===== config.mk =====
export PLATFORM = sky130hd
export DESIGN_NAME = wefd_ram
export DESIGN_NICKNAME = d
export VERILOG_FILES = /design/src/sv/wefd_ram.sv
export SDC_FILE = /design/constraint.sdc
export NUM_CORES = 2
export LEC_CHECK = 0
export BUFFER_PORTS_ARGS = -buffer_cell sky130_fd_sc_hd__buf_2
export CAP_MARGIN = 20
export CORE_AREA = 5 5 567 569
export DETAILED_ROUTE_END_ITERATION = 10
export DIE_AREA = 0 0 572 574
export SLEW_MARGIN = 20
export SYNTH_ARGS = -nofsm -noshare
export SYNTH_HDL_FRONTEND = slang
export SYNTH_SLANG_ARGS = --single-unit

===== constraint.sdc =====
create_clock -name clock -period 5.32 [get_ports clock]
set_input_delay 0.532 -clock clock [delete_from_list [all_inputs] [get_ports clock]]
set_output_delay 0.532 -clock clock [all_outputs]
set_load 0.01 [all_outputs]

===== src/sv/wefd_ram.sv =====
// Generic single write port, single read port RAM with registered read data.
// Used for the two stored grid rows of the stepper. No dependencies.
module wefd_ram #(
   parameter int WIDTH = 32,
   parameter int DEPTH = 64
) (
   input  logic                     clock,
   input  logic                     wr_en,
   input  logic [$clog2(DEPTH)-1:0] wr_addr,
   input  logic [WIDTH-1:0]         wr_data,
   input  logic [$clog2(DEPTH)-1:0] rd_addr,
   output logic [WIDTH-1:0]         rd_data
);

   logic [WIDTH-1:0] mem_ff [DEPTH];
   logic [WIDTH-1:0] rd_data_ff;

   always_ff @(posedge clock) begin
      if (wr_en) begin
         mem_ff[wr_addr] <= wr_data;
      end
      rd_data_ff <= mem_ff[rd_addr];
   end

   assign rd_data = rd_data_ff;

endmodule


==> metrics.md <==
| Metric | Value |
|---|---|
| Status | `completed` |
| RR Startpoint | `mem_ff[2][2]` |
| Number of synthesized flops with an enable pin | `2048` |
| Area growth syn-to-layout | `17.0%` |
| Clock Sinks | `2080` |
| Flops & latches, synth | `2080` |
| Maximum capacitance violations | `0` |
| Pwr Density | `376 nW/um^2` |
| Global routing usage on met2 | `20.3%` |
| Peak Freq | `0.344 GHz` |
| Leak Pwr | `27.8 nW` |
| RePlAce Congestion | `0.774` |
| WL final | `207 mm` |
| Num rows | `207` |
| Routed length per instance | `26.1 um` |
| WP data required | `6000 ps` |
| Die height | `574 um` |
| Setup Skew | `31.1 ps` |
| Vias in the first global route | `37800` |
| Global-route wire length before repair | `291 mm` |
| Total CTS buffers | `206` |
| Met1 Track Usage GR | `16.7%` |
| Initial antenna violation count | `30` |
| Post-synth cell types | `34` |
| Xor/xnor share of the synthesized area | `0%` |
| WP data arrival | `3580 ps` |
| Share of post-route cells with drive strength above 1 | `30.2%` |
| Synth Cell Area | `78500 um^2` |
| Cts hold-fix bufs | `0` |
| Clock Tree Root | `clkbuf_16` |
| Tcrit/Tclk final | `54.6%` |
| Post-CTS setup buffers | `0` |
| CTS tree | `built` |
| Async S/R FF share, synth | `0%` |
| DR vias | `36900` |
| Reg-to-reg endpoint | `rd_data[2]` |
| Hold Crit Endpoint | `mem_ff[11][14]` |
| Rel. slew slack | `26.4%` |
| Gr usage total | `12.3%` |
| Fin. Hold Viols | `0` |
| Largest cells by area after synthesis | `edfxtp_1 (78%), mux4_2 (16%), mux2i_1 (1.2%), dfxtp_1 (0.82%), o22ai_1 (0.67%)` |
| Worst min-delay path startpoint | `wr_data[14]` |
| PortBufs | `77` |
| Compound-gate portion of the synthesized area | `1.67%` |
| DP HPWL | `119 mm` |
| Vias/cell | `4.65` |
| Seq/Total Area, Yosys | `79.1%` |
| Die width | `572 um` |
| Max clock buf depth | `3` |
| Mean Syn Cell Area | `23.6 um^2` |
| Most frequently used flop master after synthesis | `edfxtp_1` |
| H-Tree Depth | `4` |
| RSZ-0062 raised after global routing | `no` |
| Final min period | `2900 ps` |
| Antenna Violating Nets Remaining | `0` |
| Worst-margin pin slew | `1100 ps` |
| First-pass detailed-route iteration total | `5` |
| CP Launch Type | `input port` |
| Final setup violating endpoints | `0` |
| Synth Instances | `3324` |
| Clock Latency Late Sink | `840 ps` |
| Placed instance count | `7530` |
| Clock transition at the registers of the reported paths | `80 ps` |
| Initial Utilization | `24.8%` |
| Reg2Reg Setup Slack | `3090 ps` |
| Yosys Warn Count | `0` |
| Largest area contributor in the netlist | `edfxtp_1` |
| Pin count of the biggest net entering global routing | `86` |
| Post-Synth Simple-Gate Area | `1.27%` |
| Worst Setup End Kind | `flip-flop` |
| Core area | `316000 um^2` |
| Largest family of logic cells by synthesized area | `multiplexers` |
| Mux share of post-synthesis cell area | `16.8%` |
| Post-Layout Cell Count | `7925` |
| Peak supply drop | `0.333 mV` |
| Mapped Nets | `3370` |
| Power, Total | `34.5 mW` |
| IO Count | `78` |
| Slew Limit Fails | `0` |
| CP Class | `input port to flip-flop` |
| Die area | `328000 um^2` |
| Setup_tns | `0 ps` |
| Nets | `3605` |
| Min-Delay Path Depth | `1` |
| Residual DRC count | `0` |
| Synth top area share | `78.3%` |
| GR peak layer | `met2` |
| Worst hold path class | `input port to flip-flop` |
| CTS resizes | `0` |
| GR Overflow Total | `0` |
| Max FO, Critical Path | `59` |
| R2R depth | `4` |
| Met3 Track Usage GR | `2.39%` |
| DRT iter0 DRCs | `4253` |
| Adder-cell share of the synthesized area | `0%` |
[Yosys cell counts, types with 21 or more instances]
library cell     n
a21oi_1         62
buf_1           21
buf_2           57
buf_4           25
clkbuf_1        74
dfxtp_1         32
edfxtp_1      2048
mux2i_1         93
mux4_2         544
nand2_1         26
nor2_1         137
o221ai_1        27
o22ai_1         84
[state kept, by name (all words and copies together) (netlist names)]
register and flops:
rd_data 32, mem_ff 2048
[cell type report]
| cell class | instances | area, um^2 |
|---|---|---|
| antenna | 7 | 17.5 |
| clock buffer | 270 | 5580 |
| clock inverter | 117 | 1260 |
| fill | 30400 | 224000 |
| multi-input combinational | 1062 | 16000 |
| sequential | 2080 | 62100 |
| tap | 4180 | 5230 |
| timing repair buffer | 209 | 1660 |
[logic make-up (layout without fill, tap and decap cells)]
group | Yosys count | in the layout
flops | 2080 | 2080
buf+inv | 182 | 596
compound gates | 202 | 202
simple gates | 223 | 223
other cells | 0 | 7
mux | 637 | 637
[cell usage in the layout, fill, tap and decap left out, types with 4 or more instances in the layout]
master,n
edfxtp_1,2048
mux4_2,544
clkbuf_16,208
buf_4,145
mux2i_1,93
o22ai_1,84
nor2_1,74
a21oi_1,62
nor2_4,62
clkbuf_1,48
buf_2,46
clkinv_2,37
clkinv_1,33
dfxtp_1,32
o221ai_1,27
nand2_1,26
bufinv_16,22
nor2b_1,15
clkbuf_8,14
buf_12,13
a22oi_1,12
a311oi_1,8
diode_2,7
nand2b_1,7
inv_6,7
clkinvlp_4,7
nand3b_1,5
nor3_1,5
nand3_1,5
and3_1,4
a41o_1,4
o32ai_1,4
[metrics by stage]
stage	setup slack (ps)	cell area (um^2)	hold WS [ps]	utilization [%]
6_report	2420	91900	241	29.0
4_1_cts	2310	91800	303	29.0
5_1_grt	2230	91900	228	29.0
3_3_place_gp	1260	84900	744	26.8
2_1_floorplan	1630	78500	631	-
3_5_place_dp	1400	84900	754	26.9
[power by group]
group / switching [mW] / leakage (nW) / internal, mW
sequential: 0.0906 / 18.7 / 18.1
clock: 6.17 / 3.34 / 8.48
combinational: 1.01 / 5.76 / 0.605
[routing by layer]
metal  vias up  wire [um]
met3       327      14600
li1      14800          -
met4        14       5080
met1     20200      85500
met2      1519     101000
met5         -         96
[worst max-delay path: stages]
cell,delay [ps]
buf_8,570
buf_12,350
buf_4,320
mux4_2,550
mux4_2,490
o22ai_1,320
nor2_1,240
[worst max-delay path by stage]
stage	startpoint	endpoint	slack, ps	depth (start not counted)
after floorplan	wr_addr[3]	mem_ff[48][0]	1630	4
after global placement	rd_addr[5]	rd_data[12]	1260	6
after detailed placement	rd_addr[0]	rd_data[12]	1400	8
after CTS	rd_addr[0]	rd_data[12]	2310	8
after global routing	rd_addr[0]	rd_data[12]	2230	8
final	rd_addr[0]	rd_data[22]	2420	7
Note: power is estimated with default switching activity, not from simulation.
